--- config.mk ---
export PLATFORM = sky130hd
export DESIGN_NAME = heartbeat_pulse_detector_flat
export DESIGN_NICKNAME = d
export VERILOG_FILES = /design/src/hw/rtl/hpd_pkg.sv /design/src/hw/rtl/hpd_intf.sv /design/src/hw/rtl/hpd_cfg.sv /design/src/hw/rtl/hpd_div.sv /design/src/hw/rtl/hpd_hist.sv /design/src/hw/rtl/heartbeat_pulse_detector.sv /design/src/flat_wrapper.sv
export SDC_FILE = /design/constraint.sdc
export NUM_CORES = 1
export LEC_CHECK = 0
export BUFFER_PORTS_ARGS = -buffer_cell sky130_fd_sc_hd__buf_2
export CAP_MARGIN = 25
export CORE_ASPECT_RATIO = 1.4
export CORE_MARGIN = 1.5
export CORE_UTILIZATION = 40
export CTS_CLUSTER_DIAMETER = 80
export DETAILED_ROUTE_END_ITERATION = 12
export GPL_TIMING_DRIVEN = 0
export MAX_ROUTING_LAYER = met4
export PLACE_DENSITY = 0.54
export SETUP_SLACK_MARGIN = 0.05
export SLEW_MARGIN = 20
export SYNTH_ARGS = -nofsm -noshare
export SYNTH_HDL_FRONTEND = slang
export SYNTH_SLANG_ARGS = --single-unit
--- constraint.sdc ---
create_clock -name clk -period 9.72 [get_ports clk]
set_input_delay 1.944 -clock clk [delete_from_list [all_inputs] [get_ports clk]]
set_output_delay 1.944 -clock clk [all_outputs]
set_load 0.01 [all_outputs]
--- src/hw/rtl/hpd_pkg.sv ---
package hpd_pkg;

	// sizes fixed by the item and register fields
	localparam int RAW_W   = 12;
	localparam int LEVEL_W = 10;
	localparam int TIME_W  = 13;
	localparam int RATE_W  = 10;

	// build-time choices
	localparam int SAMPLE_BITS   = 12;
	localparam int HISTORY_DEPTH = 10;

	localparam int LEVEL_MAX   = (1 << LEVEL_W) - 1;
	localparam int ELAPSED_MAX = (1 << TIME_W) - 1;
	localparam int MS_PER_MIN  = 60000;
	localparam int MS_PER_MIN_W = 16;
	localparam int SAMPLE_FULL = (1 << SAMPLE_BITS) - 1;
	localparam int SETTLE_DIV  = 5;

	// scaled sample product x * 1023
	localparam int SCALE_W = SAMPLE_BITS + LEVEL_W;
	localparam int SUM_W   = $clog2(HISTORY_DEPTH * ELAPSED_MAX + 1);

	// reciprocal multiplies, exact over the whole operand range
	localparam int SETTLE_SHIFT = TIME_W + 3;
	localparam int SETTLE_RECIP = ((1 << SETTLE_SHIFT) + SETTLE_DIV - 1) / SETTLE_DIV;
	localparam int AVG_SHIFT    = SUM_W + 4;
	localparam int AVG_RECIP    = ((1 << AVG_SHIFT) + HISTORY_DEPTH - 1) / HISTORY_DEPTH;

	// shared divider widths
	localparam int DVD_W = MS_PER_MIN_W;
	localparam int DVS_W = TIME_W;
	localparam int CNT_W = $clog2(DVD_W + 1);

	// configuration registers
	localparam int CFG_IDX_W  = 3;
	localparam int CFG_DATA_W = 12;

	typedef enum logic [CFG_IDX_W-1:0] {
		CFG_TICK_MS     = 3'd0,
		CFG_MIN_GAP     = 3'd1,
		CFG_TIMEOUT     = 3'd2,
		CFG_DEF_THRESH  = 3'd3,
		CFG_DEF_LEVEL   = 3'd4
	} cfg_reg_e;

	localparam logic [4:0]         RST_TICK_MS    = 5'd2;
	localparam logic [9:0]         RST_MIN_GAP    = 10'd250;
	localparam logic [11:0]        RST_TIMEOUT    = 12'd2500;
	localparam logic [LEVEL_W-1:0] RST_THRESHOLD  = 10'd530;
	localparam logic [LEVEL_W-1:0] RST_LEVEL      = 10'd512;
	localparam logic [TIME_W-1:0]  RST_INTERVAL   = 13'd600;

	typedef struct packed {
		logic [4:0]         tick_ms;
		logic [9:0]         min_beat_gap_ms;
		logic [11:0]        no_beat_timeout_ms;
		logic [LEVEL_W-1:0] default_threshold;
		logic [LEVEL_W-1:0] default_level;
	} cfg_t;

	typedef struct packed {
		logic [RAW_W-1:0] sample_raw;
	} sample_t;

	typedef struct packed {
		logic [RATE_W-1:0]  bpm;
		logic               beat_valid;
		logic               pulse_active;
		logic [TIME_W-1:0]  interval_ms;
		logic [LEVEL_W-1:0] current_threshold;
	} result_t;

	typedef struct packed {
		logic             start;
		logic [DVD_W-1:0] dividend;
		logic [DVS_W-1:0] divisor;
		logic [CNT_W-1:0] nbits;
	} div_req_t;

	typedef struct packed {
		logic             busy;
		logic             done;
		logic [DVD_W-1:0] quotient;
	} div_rsp_t;

	typedef struct packed {
		logic fill;
		logic shift;
	} hist_ctl_t;

endpackage

--- src/hw/rtl/hpd_intf.sv ---
interface hpd_sample_if;
	logic             valid;
	logic             ready;
	hpd_pkg::sample_t data;

	modport source (output valid, output data, input ready);
	modport sink (input valid, input data, output ready);
endinterface

interface hpd_result_if;
	logic             valid;
	logic             ready;
	hpd_pkg::result_t data;

	modport source (output valid, output data, input ready);
	modport sink (input valid, input data, output ready);
endinterface

--- src/hw/rtl/hpd_cfg.sv ---
module hpd_cfg (
	input  logic                              clk,
	input  logic                              arst_n,
	input  logic                              cfg_we,
	input  logic [hpd_pkg::CFG_IDX_W-1:0]     cfg_idx,
	input  logic [hpd_pkg::CFG_DATA_W-1:0]    cfg_data,
	output hpd_pkg::cfg_t                     cfg
);

	hpd_pkg::cfg_t cfg_q;

	always_ff @(posedge clk or negedge arst_n) begin
		if (!arst_n) begin
			cfg_q.tick_ms            <= hpd_pkg::RST_TICK_MS;
			cfg_q.min_beat_gap_ms    <= hpd_pkg::RST_MIN_GAP;
			cfg_q.no_beat_timeout_ms <= hpd_pkg::RST_TIMEOUT;
			cfg_q.default_threshold  <= hpd_pkg::RST_THRESHOLD;
			cfg_q.default_level      <= hpd_pkg::RST_LEVEL;
		end else if (cfg_we) begin
			// unknown index is dropped
			case (cfg_idx)
				hpd_pkg::CFG_TICK_MS:    cfg_q.tick_ms <= cfg_data[4:0];
				hpd_pkg::CFG_MIN_GAP:    cfg_q.min_beat_gap_ms <= cfg_data[9:0];
				hpd_pkg::CFG_TIMEOUT:    cfg_q.no_beat_timeout_ms <= cfg_data[11:0];
				hpd_pkg::CFG_DEF_THRESH: cfg_q.default_threshold <= cfg_data[9:0];
				hpd_pkg::CFG_DEF_LEVEL:  cfg_q.default_level <= cfg_data[9:0];
				default: ;
			endcase
		end
	end

	assign cfg = cfg_q;

endmodule

--- src/hw/rtl/hpd_div.sv ---
module hpd_div (
	input  logic              clk,
	input  logic              arst_n,
	input  hpd_pkg::div_req_t req,
	output hpd_pkg::div_rsp_t rsp
);

	localparam int DVD_W = hpd_pkg::DVD_W;
	localparam int DVS_W = hpd_pkg::DVS_W;
	localparam int CNT_W = hpd_pkg::CNT_W;

	logic [DVD_W-1:0] dvd_q;
	logic [DVD_W-1:0] quo_q;
	logic [DVS_W-1:0] dvs_q;
	logic [DVS_W-1:0] rem_q;
	logic [CNT_W-1:0] count_q;
	logic             busy_q;
	logic             done_q;

	logic [DVS_W:0] trial;
	logic           fits;

	// one restoring step per cycle, dividend taken msb first
	always_comb begin
		trial = {rem_q, dvd_q[DVD_W-1]};
		fits  = trial >= {1'b0, dvs_q};
	end

	always_ff @(posedge clk or negedge arst_n) begin
		if (!arst_n) begin
			busy_q  <= 1'b0;
			done_q  <= 1'b0;
			count_q <= '0;
			dvd_q   <= '0;
			quo_q   <= '0;
			dvs_q   <= '0;
			rem_q   <= '0;
		end else begin
			done_q <= 1'b0;
			if (req.start) begin
				dvd_q   <= req.dividend;
				dvs_q   <= req.divisor;
				quo_q   <= '0;
				rem_q   <= '0;
				count_q <= req.nbits;
				busy_q  <= 1'b1;
			end else if (busy_q) begin
				dvd_q   <= dvd_q << 1;
				quo_q   <= {quo_q[DVD_W-2:0], fits};
				rem_q   <= fits ? DVS_W'(trial - {1'b0, dvs_q}) : trial[DVS_W-1:0];
				count_q <= count_q - CNT_W'(1);
				if (count_q == CNT_W'(1)) begin
					busy_q <= 1'b0;
					done_q <= 1'b1;
				end
			end
		end
	end

	assign rsp.busy     = busy_q;
	assign rsp.done     = done_q;
	assign rsp.quotient = quo_q;

endmodule

--- src/hw/rtl/hpd_hist.sv ---
module hpd_hist (
	input  logic                          clk,
	input  hpd_pkg::hist_ctl_t            ctl,
	input  logic [hpd_pkg::TIME_W-1:0]    since,
	output logic [hpd_pkg::SUM_W-1:0]     sum
);

	localparam int DEPTH = hpd_pkg::HISTORY_DEPTH;
	localparam int SUM_W = hpd_pkg::SUM_W;

	logic [hpd_pkg::TIME_W-1:0] hist_q [DEPTH];
	logic [SUM_W-1:0]           sum_q;

	// running sum: fill loads every entry with since; on shift the oldest entry leaves, newest enters
	always_ff @(posedge clk) begin
		if (ctl.fill) begin
			for (int i = 0; i < DEPTH; i++) begin
				hist_q[i] <= since;
			end
			sum_q <= SUM_W'(since) * SUM_W'(DEPTH);
		end else if (ctl.shift) begin
			for (int i = 0; i < DEPTH - 1; i++) begin
				hist_q[i] <= hist_q[i+1];
			end
			hist_q[DEPTH-1] <= since;
			sum_q <= sum_q - SUM_W'(hist_q[0]) + SUM_W'(since);
		end
	end

	assign sum = sum_q;

endmodule

--- src/hw/rtl/heartbeat_pulse_detector.sv ---
// heartbeat_pulse_detector: optical pulse beat detector with an averaged rate
//
// sample: one transaction per converter reading (sample_raw). report: one
// transaction per sample with bpm, beat_valid, pulse_active, interval_ms and
// current_threshold. configuration is a plain write port (cfg_we, cfg_idx,
// cfg_data); the user must write it only while the block is idle, as the
// block does not enforce it. scaling, settle time and the history average
// are constant divisions done with a fold and reciprocal multiplies; only
// 60000/average runs through the restoring divider (16 steps) under a small
// sequencer. states per sample: scale, eval, finish, done; an arming beat
// skips finish; a rate-producing beat adds avg, rate and the divider wait.
// a new sample is taken only after the previous one's report is registered.
// reset: registers take their default values, elapsed time is zero and the
// block waits for an arming beat. the interval history is not cleared.
// a finished report is held in an output register; the next sample is taken
// while it waits, but that sample's result stalls until report is taken.
module heartbeat_pulse_detector (
	input  logic                              clk,
	input  logic                              arst_n,
	hpd_sample_if.sink                        sample,
	hpd_result_if.source                      report,
	input  logic                              cfg_we,
	input  logic [hpd_pkg::CFG_IDX_W-1:0]     cfg_idx,
	input  logic [hpd_pkg::CFG_DATA_W-1:0]    cfg_data
);

	localparam int LEVEL_W = hpd_pkg::LEVEL_W;
	localparam int TIME_W  = hpd_pkg::TIME_W;
	localparam int DVD_W   = hpd_pkg::DVD_W;
	localparam int DVS_W   = hpd_pkg::DVS_W;
	localparam int CNT_W   = hpd_pkg::CNT_W;
	localparam int SUM_W   = hpd_pkg::SUM_W;
	localparam int RATE_W  = hpd_pkg::RATE_W;
	localparam int SB      = hpd_pkg::SAMPLE_BITS;
	localparam int SCALE_W = hpd_pkg::SCALE_W;
	localparam int SETTLE_PROD_W = TIME_W + hpd_pkg::SETTLE_SHIFT;
	localparam int AVG_PROD_W    = SUM_W + hpd_pkg::AVG_SHIFT;

	typedef enum logic [2:0] {
		ST_IDLE,
		ST_SCALE,
		ST_EVAL,
		ST_AVG,
		ST_RATE,
		ST_RATE_W,
		ST_FINISH,
		ST_DONE
	} state_t;

	state_t state_q;

	hpd_pkg::cfg_t      cfg;
	hpd_pkg::div_req_t  div_req;
	hpd_pkg::div_rsp_t  div_rsp;
	hpd_pkg::hist_ctl_t hist_ctl;
	logic [SUM_W-1:0]   hist_sum;

	// per-sample working registers
	logic [hpd_pkg::RAW_W-1:0] raw_q;
	logic [LEVEL_W-1:0]        sig_q;
	logic [TIME_W-1:0]         since_q;
	logic [TIME_W-1:0]         settle_q;
	logic [TIME_W-1:0]         avg_q;
	logic [RATE_W-1:0]         rate_q;
	logic                      valid_q;

	// detector state
	logic [TIME_W-1:0]  elapsed_q;
	logic [TIME_W-1:0]  last_int_q;
	logic [LEVEL_W-1:0] peak_q;
	logic [LEVEL_W-1:0] trough_q;
	logic [LEVEL_W-1:0] thr_q;
	logic               in_beat_q;
	logic               await_first_q;
	logic               await_second_q;

	hpd_pkg::result_t out_q;
	logic             out_valid_q;

	hpd_cfg u_cfg (
		.clk      (clk),
		.arst_n   (arst_n),
		.cfg_we   (cfg_we),
		.cfg_idx  (cfg_idx),
		.cfg_data (cfg_data),
		.cfg      (cfg)
	);

	hpd_div u_div (
		.clk    (clk),
		.arst_n (arst_n),
		.req    (div_req),
		.rsp    (div_rsp)
	);

	hpd_hist u_hist (
		.clk   (clk),
		.ctl   (hist_ctl),
		.since (since_q),
		.sum   (hist_sum)
	);

	// elapsed time plus one tick, held at the 13-bit ceiling
	logic [TIME_W:0]     elapsed_sum;
	logic [TIME_W-1:0]   since_next;
	logic [SB-1:0]       sample_bits;
	logic [SCALE_W-1:0]  scaled_num;
	logic [SCALE_W-1:0]  scaled_fold;
	logic [LEVEL_W-1:0]  sig_next;

	always_comb begin
		elapsed_sum = {1'b0, elapsed_q} + (TIME_W+1)'(cfg.tick_ms);
		since_next  = elapsed_sum[TIME_W] ? TIME_W'(hpd_pkg::ELAPSED_MAX)
		                                  : elapsed_sum[TIME_W-1:0];
		sample_bits = SB'(raw_q);
		// x * 1023 as x*1024 - x
		scaled_num  = (SCALE_W'(sample_bits) << LEVEL_W) - SCALE_W'(sample_bits);
		// divide by 2^SB - 1: fold the high part back in, exact below 2^(2*SB) - 1
		scaled_fold = scaled_num + (scaled_num >> SB) + SCALE_W'(1);
		sig_next    = scaled_fold[SB +: LEVEL_W];
	end

	// settle time (interval / 5) * 3 and history average, by reciprocal multiply
	logic [SETTLE_PROD_W-1:0] settle_prod;
	logic [TIME_W-1:0]        settle_fifth;
	logic [TIME_W-1:0]        settle_next;
	logic [AVG_PROD_W-1:0]    avg_prod;
	logic [TIME_W-1:0]        avg_next;

	always_comb begin
		settle_prod  = SETTLE_PROD_W'(last_int_q) * SETTLE_PROD_W'(hpd_pkg::SETTLE_RECIP);
		settle_fifth = settle_prod[hpd_pkg::SETTLE_SHIFT +: TIME_W];
		settle_next  = TIME_W'({settle_fifth, 1'b0}) + settle_fifth;
		avg_prod     = AVG_PROD_W'(hist_sum) * AVG_PROD_W'(hpd_pkg::AVG_RECIP);
		avg_next     = avg_prod[hpd_pkg::AVG_SHIFT +: TIME_W];
	end

	// threshold and beat decisions on the scaled sample
	logic               sig_lo;
	logic               sig_hi;
	logic               past_settle;
	logic               beat;
	logic [LEVEL_W-1:0] peak_next;
	logic [LEVEL_W-1:0] trough_next;

	always_comb begin
		sig_lo      = sig_q < thr_q;
		sig_hi      = sig_q > thr_q;
		past_settle = since_q > settle_q;
		beat        = (since_q > TIME_W'(cfg.min_beat_gap_ms)) && sig_hi &&
		              !in_beat_q && past_settle;
		trough_next = (sig_lo && past_settle && sig_q < trough_q) ? sig_q : trough_q;
		peak_next   = (sig_hi && sig_q > peak_q) ? sig_q : peak_q;
	end

	// falling crossing: trough plus half the swing, rounding toward zero;
	// the result always lies between trough and peak, so no clamp is needed
	logic signed [LEVEL_W+1:0] swing;
	logic signed [LEVEL_W+1:0] half_swing;
	logic signed [LEVEL_W+1:0] mid_level;

	always_comb begin
		swing      = $signed({2'b00, peak_q}) - $signed({2'b00, trough_q});
		half_swing = (swing + ((swing < 0) ? (LEVEL_W+2)'(1) : (LEVEL_W+2)'(0))) >>> 1;
		mid_level  = half_swing + $signed({2'b00, trough_q});
	end

	// divider requests and history control by state
	always_comb begin
		div_req  = '0;
		hist_ctl = '0;
		unique case (state_q)
			ST_EVAL: begin
				hist_ctl.fill  = beat && !await_first_q && await_second_q;
				hist_ctl.shift = beat && !await_first_q && !await_second_q;
			end
			ST_RATE: begin
				div_req.start    = avg_q != '0;
				div_req.dividend = DVD_W'(hpd_pkg::MS_PER_MIN);
				div_req.divisor  = DVS_W'(avg_q);
				div_req.nbits    = CNT_W'(DVD_W);
			end
			default: ;
		endcase
	end

	// sequencer, detector state and output register
	always_ff @(posedge clk or negedge arst_n) begin
		if (!arst_n) begin
			state_q        <= ST_IDLE;
			raw_q          <= '0;
			sig_q          <= '0;
			since_q        <= '0;
			settle_q       <= '0;
			avg_q          <= '0;
			rate_q         <= '0;
			valid_q        <= 1'b0;
			elapsed_q      <= '0;
			last_int_q     <= hpd_pkg::RST_INTERVAL;
			peak_q         <= hpd_pkg::RST_LEVEL;
			trough_q       <= hpd_pkg::RST_LEVEL;
			thr_q          <= hpd_pkg::RST_THRESHOLD;
			in_beat_q      <= 1'b0;
			await_first_q  <= 1'b1;
			await_second_q <= 1'b0;
			out_q          <= '0;
			out_valid_q    <= 1'b0;
		end else begin
			// a report taken while the next one is loaded stays valid
			if (out_valid_q && report.ready && state_q != ST_DONE) begin
				out_valid_q <= 1'b0;
			end
			unique case (state_q)
				ST_IDLE: begin
					if (sample.valid) begin
						raw_q   <= sample.data.sample_raw;
						state_q <= ST_SCALE;
					end
				end
				ST_SCALE: begin
					since_q  <= since_next;
					sig_q    <= sig_next;
					settle_q <= settle_next;
					state_q  <= ST_EVAL;
				end
				ST_EVAL: begin
					peak_q   <= peak_next;
					trough_q <= trough_next;
					rate_q   <= '0;
					valid_q  <= 1'b0;
					if (beat) begin
						in_beat_q  <= 1'b1;
						last_int_q <= since_q;
						elapsed_q  <= '0;
						if (await_first_q) begin
							// arming beat: no rate, no crossing or timeout check
							await_first_q  <= 1'b0;
							await_second_q <= 1'b1;
							state_q        <= ST_DONE;
						end else begin
							await_second_q <= 1'b0;
							state_q        <= ST_AVG;
						end
					end else begin
						elapsed_q <= since_q;
						state_q   <= ST_FINISH;
					end
				end
				ST_AVG: begin
					// history sum already holds this beat
					avg_q   <= avg_next;
					state_q <= ST_RATE;
				end
				ST_RATE: begin
					valid_q <= 1'b1;
					if (avg_q == '0) begin
						rate_q  <= RATE_W'(hpd_pkg::LEVEL_MAX);
						state_q <= ST_FINISH;
					end else begin
						state_q <= ST_RATE_W;
					end
				end
				ST_RATE_W: begin
					if (div_rsp.done) begin
						rate_q  <= (div_rsp.quotient > DVD_W'(hpd_pkg::LEVEL_MAX))
						           ? RATE_W'(hpd_pkg::LEVEL_MAX)
						           : div_rsp.quotient[RATE_W-1:0];
						state_q <= ST_FINISH;
					end
				end
				ST_FINISH: begin
					// timeout wins over the falling crossing, except for in_beat
					if (sig_lo && in_beat_q) begin
						in_beat_q <= 1'b0;
					end
					if (since_q > TIME_W'(cfg.no_beat_timeout_ms)) begin
						thr_q          <= cfg.default_threshold;
						peak_q         <= cfg.default_level;
						trough_q       <= cfg.default_level;
						elapsed_q      <= '0;
						await_first_q  <= 1'b1;
						await_second_q <= 1'b0;
					end else if (sig_lo && in_beat_q) begin
						thr_q     <= mid_level[LEVEL_W-1:0];
						peak_q    <= mid_level[LEVEL_W-1:0];
						trough_q  <= mid_level[LEVEL_W-1:0];
					end
					state_q <= ST_DONE;
				end
				ST_DONE: begin
					if (!out_valid_q || report.ready) begin
						out_q.bpm               <= rate_q;
						out_q.beat_valid        <= valid_q;
						out_q.pulse_active      <= in_beat_q;
						out_q.interval_ms       <= last_int_q;
						out_q.current_threshold <= thr_q;
						out_valid_q             <= 1'b1;
						state_q                 <= ST_IDLE;
					end
				end
				default: state_q <= ST_IDLE;
			endcase
		end
	end

	assign sample.ready = state_q == ST_IDLE;
	assign report.valid = out_valid_q;
	assign report.data  = out_q;

	// no new sample while the divider is still working
	a_busy_not_ready: assert property (@(posedge clk) disable iff (!arst_n)
		div_rsp.busy |-> !sample.ready)
		else $error("sample accepted while divider busy");

	// a taken sample keeps the sequencer busy on the next cycle
	a_accept_then_busy: assert property (@(posedge clk) disable iff (!arst_n)
		(sample.valid && sample.ready) |=> !sample.ready)
		else $error("sequencer did not start on accepted sample");

	// a reported rate is never zero and no rate means zero
	a_rate_flag: assert property (@(posedge clk) disable iff (!arst_n)
		report.valid |-> (report.data.beat_valid == (report.data.bpm != '0)))
		else $error("bpm and beat_valid disagree");

	// the two arming flags are never set together
	a_arming: assert property (@(posedge clk) disable iff (!arst_n)
		!(await_first_q && await_second_q))
		else $error("arming flags both set");

endmodule
--- src/flat_wrapper.sv ---
// flat-port wrapper written by rule: the top's interface ports become plain ports
module heartbeat_pulse_detector_flat 
  (clk, arst_n, cfg_we, cfg_idx, cfg_data, sample_valid, sample_data, sample_ready, report_valid, report_data, report_ready);
  hpd_sample_if sample_i ();
  hpd_result_if report_i ();
  input  logic clk;
  input  logic arst_n;
  input  logic cfg_we;
  input  logic [hpd_pkg::CFG_IDX_W-1:0] cfg_idx;
  input  logic [hpd_pkg::CFG_DATA_W-1:0] cfg_data;
  input wire logic [$bits(sample_i.valid)-1:0] sample_valid;
  input wire logic [$bits(sample_i.data)-1:0] sample_data;
  output wire logic [$bits(sample_i.ready)-1:0] sample_ready;
  output wire logic [$bits(report_i.valid)-1:0] report_valid;
  output wire logic [$bits(report_i.data)-1:0] report_data;
  input wire logic [$bits(report_i.ready)-1:0] report_ready;
  assign sample_i.valid = sample_valid;
  assign sample_i.data = sample_data;
  assign sample_ready = sample_i.ready;
  assign report_valid = report_i.valid;
  assign report_data = report_i.data;
  assign report_i.ready = report_ready;
  heartbeat_pulse_detector u_core (.clk(clk), .arst_n(arst_n), .sample(sample_i), .report(report_i), .cfg_we(cfg_we), .cfg_idx(cfg_idx), .cfg_data(cfg_data));
endmodule
==> results of run 1 <==
==> placed cells by master (no fill, tap or decap), drive strengths merged, types with 14 or more instances in the layout <==
cell type,netlist,routed
nor2b,27,27
a21oi,103,103
mux2,92,92
mux2i,57,57
dfrtp,251,251
fa,149,149
dfstp,26,26
edfxtp,146,146
nand4,22,22
nand2,176,176
nor3,35,35
clkbuf,66,131
ha,386,386
buf,14,88
o21ai,304,304
o211ai,25,25
nor2,112,112
inv,545,548
a22o,14,14
xnor2,73,73
nand3,27,27
xor2,46,46
o21bai,22,22
a21o,35,35
o21a,23,23
==> stage by stage <==
stage                     setup slack [ns]  utilization  power, µW
after floorplan                      3.530            -       7835
after global placement               1.422       0.4243       9665
after detailed placement             2.633       0.4263       9880
after CTS                            2.594       0.4484      11880
after global routing                 2.202       0.4484      12840
final                                2.653       0.4484      11700
==> per-layer routing <==
| metal | vias up | wire length, µm |
|---|---|---|
| li1 | 10286 | - |
| met3 | 156 | 2016 |
| met4 | 0 | 3085 |
| met2 | 330 | 39940 |
| met5 | - | 0 |
| met1 | 10429 | 31050 |
==> final cells by class <==
cell class              count  share of cell area
plain buffers              80            0.009668
clock buffers              65             0.04027
clock inverters            25            0.009147
inverters                 545             0.06102
multi-input cells        1909              0.4923
flip-flops and latches    424              0.3378
well taps                 968             0.03599
repair buffers             74             0.01376
==> cell families (layout without fill, tap and decap cells) <==
group,Yosys count,count (layout),share of synthesized area
compound gates,620,620,0.1227
xor+xnor,120,120,0.03540
fa+ha+maj,535,535,0.2579
buf+inv,625,789,0.07824
flops,424,424,0.3753
mux,149,149,0.05304
simple gates,485,485,0.07737
==> path summary, 6_finish.rpt <==
| check | startpoint | slack (ns) | depth (start not counted) | end |
|---|---|---|---|---|
| max in group asynchronous | arst_n | 6.89 | 3 | u_core.await_first_q |
| worst max register to register | u_core.last_int_q[1] | 2.65 | 28 | u_core.settle_q[12] |
| worst min-delay path | u_core.u_div.dvd_q[5] | 0.48 | 1 | u_core.u_div.dvd_q[5] |
| min in group asynchronous | arst_n | 1.31 | 1 | u_core.rate_q[6] |
| worst min register to register | u_core.u_div.dvd_q[5] | 0.48 | 1 | u_core.u_div.dvd_q[5] |
| worst max-delay path | u_core.last_int_q[1] | 2.65 | 28 | u_core.settle_q[12] |
==> flip-flops by register name (all words and copies together) (netlist names), 3 cells and up <==
| signal | flops |
|---|---|
| u_core.u_hist.hist_q | 130 |
| u_core.thr_q | 10 |
| u_core.state_q | 3 |
| u_core.u_cfg.cfg | 47 |
| u_core.sig_q | 10 |
| u_core.settle_q | 13 |
| u_core.peak_q | 10 |
| u_core.rate_q | 10 |
| u_core.u_div.count_q | 5 |
| u_core.elapsed_q | 13 |
| u_core.u_div.quo_q | 16 |
| u_core.last_int_q | 13 |
| u_core.u_hist.sum | 17 |
| u_core.u_div.rem_q | 13 |
| u_core.trough_q | 10 |
| u_core.u_div.dvs_q | 13 |
| u_core.avg_q | 13 |
| u_core.since_q | 13 |
| u_core.u_div.dvd_q | 11 |
| u_core.report.data | 35 |
| u_core.raw_q | 12 |
==> where the power goes <==
part	total [µW]	leakage, µW	internal [µW]	switching [µW]
combinational	6940	0.0108	2900	4040
sequential	2860	0.00472	2380	481
clock	1900	0.000801	1100	805
total	11700	0.0163	6370	5330
==> worst reg2reg max path, delay by kind of cell (launching register included) <==
| kind | cells | cell delay (ns) |
|---|---|---|
| adders and majority gates | 7 | 2.91 |
| xor gates and xnor gates | 2 | 0.41 |
| AOI/OAI and AO/OA | 13 | 2.63 |
| buffers and inverters | 3 | 0.20 |
| DFF | 1 | 0.51 |
| and+or+nand+nor | 3 | 0.25 |
==> summary.txt, run 1 <==
H-tree depth: 2
CP required: 10.20 ns
Max-cap viol count: 0
Cts bufs inserted: 48
Num ports: 69
Main synth FF type: dfrtp_1
CTS max path bufs: 3
Gpl congestion: 0.9078
Hold_buf cts: 0
Largest net degree at the start of global routing: 100
Crit Path Max Fanout: 7
Peak VDD IR: 0.0002999 V
CTS tree: built
DP Area: 0.03199 mm²
Total Wirelength: 76090 µm
Chip Height: 328.6 µm
Total grt overflow: 0
Syn nets: 3525
Vias in the first global route: 22447
Clk pin slew, worst setup/hold paths: 0.06 ns
Worst clock skew on the final layout: 0.07948 ns
Vias per Instance: 5.184
Die ar.: 0.07741 mm²
Area grow syn2layout: 11.10%
CP most frequent cell: a21oi_1
Met3 usage: 0.02140
Met1 Use GR: 0.2333
Pre-antenna DRT Iters: 5
Postcts setup bufs: 0
Fin area: 0.03365 mm²
CP bufs+invs: 3
Die W: 235.6 µm
Routed via count: 21201
DR iter-0 viols: 994
Post-Syn Area: 0.03029 mm²
Top-count cell post-synth: inv_1
Slowest Stage Delay on Critical Path: 0.54 ns
Ys async rst share: 0.6533
Crit path max-delay cell type: fa_1
Fillers: 7167
Final Instance Count excl. Fillers: 4090
Number of inserted diodes: 0
Largest area contributor in the netlist: dfrtp_1
Outcome: completed
Final min period: 7.067 ns
Crit path max-delay family: adder cells
Worst-Margin Slew: 0.8970 ns
Final setup viols: 0
Post-synth EDFFs: 146
CTS Sinks: 424
P_leak: 0.01631 µW
Post-DP HPWL: 60040 µm
Yosys warns: 0
Yosys top cell area share: 0.2074
Post-CTS resize count: 0
Final slew viol count: 0
Starting Density: 0.4036
Cell Rows: 119
Core area: 0.07504 mm²
GRT Total Usage: 0.2075
RSZ-0062 raised after global routing: no
WL/cell: 18.60 µm
Synthesized instance count: 2958
Multi-input gate area: 0.01657 mm²
Final #Nets: 3649
Syn Area/Cell: 10.24 µm²
Sequential cell area: 0.01137 mm²
Met2 Usage GRT: 0.3784
Hold Path Class: flip-flop to flip-flop
Placed Cells: 4000
Most used routing layer: met2
Clk root buf: clkbuf_16
PD cells: 347.8 mW/mm²
Layout cells sized above 1: 0.09833
Sequential share of the synthesized area: 0.3753
Area contributors post-synth: dfrtp_1 21%, ha_1 16%, edfxtp_1 14%
Worst Hold Slack: 0.4848 ns
Endpoint type of the worst setup path: flip-flop
Unique masters post-synth: 85
Final Hold Violating Endpoints: 0
Port buffer count: 68
Drt drc: 0
Crit start category: flip-flop
WS Path Type: flip-flop to flip-flop
ANT nets after route: 0
Crit path DAT: 7.55 ns
Global-route wire length before repair: 122600 µm
Post-synth top cells: 545 x inv_1, 386 x ha_1, 271 x o21ai_0, 251 x dfrtp_1, 176 x nand2_1
Worst skew pair latency: 0.64 ns
Fin crit share: 0.7270
Flops & latches, synth: 424
Fmax: 0.1415 GHz
Initial antenna violation count: 0
Sum Neg Setup Slack: 0 ns
Slew HR: 0.3974
Note: power is estimated with default switching activity, not from simulation.
==> inputs of run 2 (changes only) <==
Settings changed: ABC_AREA set to 1.
Clock period 9.72 ns to 7.35 ns, I/O delays scaled along.
==> summary.txt, run 2 <==
Outcome: completed
Crit start category: flip-flop
Gpl congestion: 0.9033
H-tree depth: 2
Clk pin slew, worst setup/hold paths: 0.07 ns
Hold Crit Start: u_core.trough_q[9]
Unique masters post-synth: 58
Routed via count: 24267
Final min period: 6.506 ns
RR Startpoint: u_core.last_int_q[7]
Design Power: 17460 µW
CTS max path bufs: 3
Syn Area/Cell: 8.571 µm²
DP Area: 0.03320 mm²
Worst Hold Slack: 0.4709 ns
Largest net degree at the start of global routing: 107
Top-count cell post-synth: nand2_1
WS Path Type: flip-flop to flip-flop
WL/cell: 17.07 µm
Yosys top cell area share: 0.1999
Crit path DAT: 7.00 ns
Endpoint type of the worst setup path: flip-flop
Area contributors post-synth: dfrtp_1 20%, ha_1 15%, edfxtp_1 14%
Postcts setup bufs: 0
Post-synth top cells: 953 x nand2_1, 618 x inv_1, 386 x ha_1, 251 x dfrtp_1, 250 x o21ai_0
Cts bufs inserted: 49
Ys async rst share: 0.6533
FF-to-FF End: u_core.settle_q[11]
Hold Path Class: flip-flop to flip-flop
Die ar.: 0.08027 mm²
Vias in the first global route: 24566
DR iter-0 viols: 1187
Clk root buf: clkbuf_16
Max reg flops: 130
Final slew viol count: 0
Area grow syn2layout: 10.80%
Peak VDD IR: 0.0006243 V
Starting Density: 0.4038
Hold_buf cts: 0
Syn nets: 4233
Crit. Startpoint: u_core.last_int_q[7]
Hold EP: u_core.trough_q[9]
Max-cap viol count: 0
FF-to-FF path depth: 26
RSZ-0062 raised after global routing: no
Post-CTS resize count: 0
P_leak: 0.01774 µW
Worst skew pair latency: 0.62 ns
Largest reg by FF count: u_core.u_hist.hist_q
Post-Syn Area: 0.03142 mm²
Total Wirelength: 83250 µm
Largest area contributor in the netlist: dfrtp_1
CTS tree: built
Fmax: 0.1537 GHz
Crit Path Max Fanout: 7
Worst clock skew on the final layout: 0.02949 ns
Final Instance Count excl. Fillers: 4876
Commonest non-fill, non-tap cell in the layout: nand2_1
Pre-antenna DRT Iters: 5
Core area: 0.07782 mm²
Port buffer count: 68
Worst hold path cell count: 2
Total grt overflow: 0
Worst-Margin Slew: 0.9305 ns
Fillers: 7879
Fin crit share: 0.8852
GRT Total Usage: 0.2193
CP required: 7.84 ns
Sequential share of the synthesized area: 0.3618
Multi-input gate area: 0.01736 mm²
Initial antenna violation count: 1
Final setup viols: 0
Num ports: 69
Chip Height: 334.6 µm
Final Hold Violating Endpoints: 0
Die W: 239.9 µm
Layout cells sized above 1: 0.06110
Reg-to-reg slack, setup: 0.84 ns
PD cells: 501.5 mW/mm²
Vias per Instance: 4.977
ANT nets after route: 0
Post-synth EDFFs: 146
Global-route wire length before repair: 133300 µm
Final #Nets: 4356
Cell Rows: 121
Sequential cell area: 0.01137 mm²
Synthesized instance count: 3666
Post-DP HPWL: 65960 µm
Most frequent cells in the layout: 953 x nand2_1, 617 x inv_1, 386 x ha_1, 251 x dfrtp_1, 250 x o21ai_0
Drt drc: 0
Yosys warns: 0
Slew HR: 0.3796
CTS Sinks: 424
Flops & latches, synth: 424
Main synth FF type: dfrtp_1
Placed Cells: 4783
Fin area: 0.03481 mm²
run 2: logic make-up after synthesis:
group,share of synthesized area
compound gates,0.09593
flops,0.3618
mux,0.003942
buf+inv,0.08577
xor+xnor,0.02537
simple gates,0.1786
fa+ha+maj,0.2486
run 2: where the power goes:
part | internal [µW] | leakage (µW) | switching [µW]
clock network | 1390 | 0.000793 | 1050
logic | 4060 | 0.0121 | 7100
registers | 3190 | 0.00481 | 668
run 2: per-stage QoR:
step	utilization	worst slack (ns)	setup TNS, ns
2_1_floorplan	-	1.635	0
4_1_cts	0.4473	0.8331	0
6_report	0.4474	0.8438	0
3_3_place_gp	0.4250	-0.8533	-209.15
3_5_place_dp	0.4266	0.8580	0
5_1_grt	0.4474	0.2099	0
run 2: layout make-up:
| class | instances | area share |
|---|---|---|
| multi-input combinational | 2550 | 0.4986 |
| inverter | 627 | 0.06782 |
| buffer | 65 | 0.009812 |
| tap | 1045 | 0.03756 |
| timing repair buffer | 72 | 0.01323 |
| clock buffer | 74 | 0.04205 |
| antenna | 1 | 0.00007188 |
| clock inverter | 18 | 0.004313 |
| sequential | 424 | 0.3266 |
run 2: per-layer routing:
| layer | vias to the layer above | part of all wire | GRT usage |
|---|---|---|---|
| met5 | - | 0 | - |
| met4 | 0 | 0.044 | 0.09193 |
| met3 | 166 | 0.027 | 0.02041 |
| met2 | 384 | 0.50 | 0.3816 |
| met1 | 11556 | 0.42 | 0.2583 |
| li1 | 12161 | - | - |
run 2: how the worst max path moves through the flow:
stage                                 end  slack [ns]  cells past startpoint
floorplan             u_core.settle_q[11]        1.64                     27
global placement    u_core.u_div.quo_q[4]       -0.85                      1
detailed placement    u_core.settle_q[11]        0.86                     26
CTS                   u_core.settle_q[11]        0.83                     32
global route          u_core.settle_q[11]        0.21                     33
finish                u_core.settle_q[11]        0.84                     26
run 2: critical path: stages (launching register included):
cell and delay [ns]:
dfrtp_1 0.52, ha_1 0.35, inv_1 0.08, fa_1 0.54, inv_1 0.06, fa_1 0.53
inv_1 0.06, fa_1 0.50, fa_1 0.54, inv_1 0.04, ha_1 0.34, nand2_1 0.13
nor3_1 0.33, a21oi_1 0.17, xnor2_1 0.24, ha_1 0.28, fa_1 0.41, a31oi_1 0.26
o21ai_0 0.14, nand2_1 0.11, nand2_1 0.07, a21oi_1 0.21, o21ai_0 0.13, nand2_1 0.09
nand3_1 0.09, nand3_1 0.10, nand2_1 0.07
==> inputs of run 3 (changes only) <==
Settings changed: CORE_ASPECT_RATIO 1.4 to unset, PLACE_DENSITY 0.54 to 0.66.
==> summary.txt, run 3 (synthesized netlist as in run 2, its figures left out) <==
Outcome: completed
Num ports: 69
Post-DP HPWL: 63020 µm
Max-cap viol count: 0
GRT Total Usage: 0.2102
Endpoint type of the worst setup path: flip-flop
RSZ-0062 raised after global routing: no
Worst clock skew on the final layout: 0.02712 ns
Hold_buf cts: 0
CTS tree: built
Largest net degree at the start of global routing: 98
Cts bufs inserted: 49
Final #Nets: 4356
Clk pin slew, worst setup/hold paths: 0.06 ns
Starting Density: 0.4049
Global-route wire length before repair: 131600 µm
Hold Path Class: flip-flop to flip-flop
Max reg flops: 130
Final min period: 6.376 ns
Fmax: 0.1568 GHz
Crit start category: flip-flop
Die W: 283.3 µm
Area grow syn2layout: 10.78%
DP Area: 0.03319 mm²
Worst Hold Slack: 0.4715 ns
Cell Rows: 102
Final setup viols: 0
Chip Height: 283.3 µm
Postcts setup bufs: 0
Core area: 0.07759 mm²
Initial antenna violation count: 1
Pre-antenna DRT Iters: 6
Final worst slack: 0.9742 ns
Fin area: 0.03481 mm²
Crit Path Max Fanout: 7
Post-CTS resize count: 0
WL/cell: 16.64 µm
DR iter-0 viols: 1678
H-tree depth: 2
Gpl congestion: 0.9523
Fillers: 7716
Fin crit share: 0.8675
Clk root buf: clkbuf_16
Pre-CTS setup slack: 0.9543 ns
Total Wirelength: 81040 µm
Commonest non-fill, non-tap cell in the layout: nand2_1
Slowest Stage Delay on Critical Path: 0.55 ns
Final slew viol count: 0
Most frequent cells in the layout: 953 x nand2_1, 617 x inv_1, 386 x ha_1, 251 x dfrtp_1, 250 x o21ai_0
Sum Neg Setup Slack: 0 ns
CTS max path bufs: 3
Layout cells sized above 1: 0.06111
Crit path max-delay cell type: fa_1
Vias in the first global route: 24586
Die ar.: 0.08024 mm²
Drt drc: 0
Vias per Instance: 5.037
Worst skew pair latency: 0.61 ns
Slew HR: 0.3135
CP most frequent cell: nand2_1
Port buffer count: 68
Worst-Margin Slew: 1.026 ns
WS Path Type: flip-flop to flip-flop
Routed via count: 24526
Final Hold Violating Endpoints: 0
CP required: 7.82 ns
ANT nets after route: 0
Crit path DAT: 6.84 ns
Largest reg by FF count: u_core.u_hist.hist_q
Total grt overflow: 0
Number of inserted diodes: 0
CTS Sinks: 424
-- run 3: through the flow --
stage                     instances  utilization
after floorplan                3666            -
after global placement         4774       0.4261
after detailed placement       4778       0.4277
after CTS                      4869       0.4486
after global routing           4869       0.4486
final                          4869       0.4486
-- run 3: path summary, 6_finish.rpt --
path / startpoint / endpoint / slack [ns] / depth (start not counted)
worst max-delay path: u_core.last_int_q[2] / u_core.settle_q[11] / 0.97 / 32
worst min-delay path: u_core.trough_q[9] / u_core.trough_q[9] / 0.47 / 2
max in group asynchronous: arst_n / u_core.u_cfg.cfg[9] / 5.50 / 3
min in group asynchronous: arst_n / u_core.avg_q[6] / 0.72 / 1
worst max register to register: u_core.last_int_q[2] / u_core.settle_q[11] / 0.97 / 32
worst min register to register: u_core.trough_q[9] / u_core.trough_q[9] / 0.47 / 2
-- run 3: per-layer routing --
layer | wire length [µm] | GRT usage
met1 | 36530 | 0.2728
met2 | 38440 | 0.3439
met3 | 3268 | 0.02303
met4 | 2797 | 0.06765
met5 | 0 | -
-- run 3: area by class of cell --
cell class	count	area, µm²	share of cell area
repair buffers	72	460.4	0.01323
clock inverters	24	251.5	0.007225
well taps	1040	1301	0.03738
plain buffers	65	341.6	0.009813
flip-flops and latches	424	11370	0.3266
clock buffers	67	1365	0.03922
multi-input cells	2550	17360	0.4987
inverters	627	2361	0.06783
-- run 3: worst max-delay path, delay by kind of cell, from the launching register on --
family / cells / cell delay (ns)
fa+ha+maj: 7 / 3.12
simple gates: 14 / 1.19
compound gates: 6 / 0.96
flops: 1 / 0.53
xor+xnor: 1 / 0.25
buf+inv: 4 / 0.22
Power of run 3 is not shown: default switching activity piles up to over one toggle a cycle in this logic, so the estimate is an artifact.
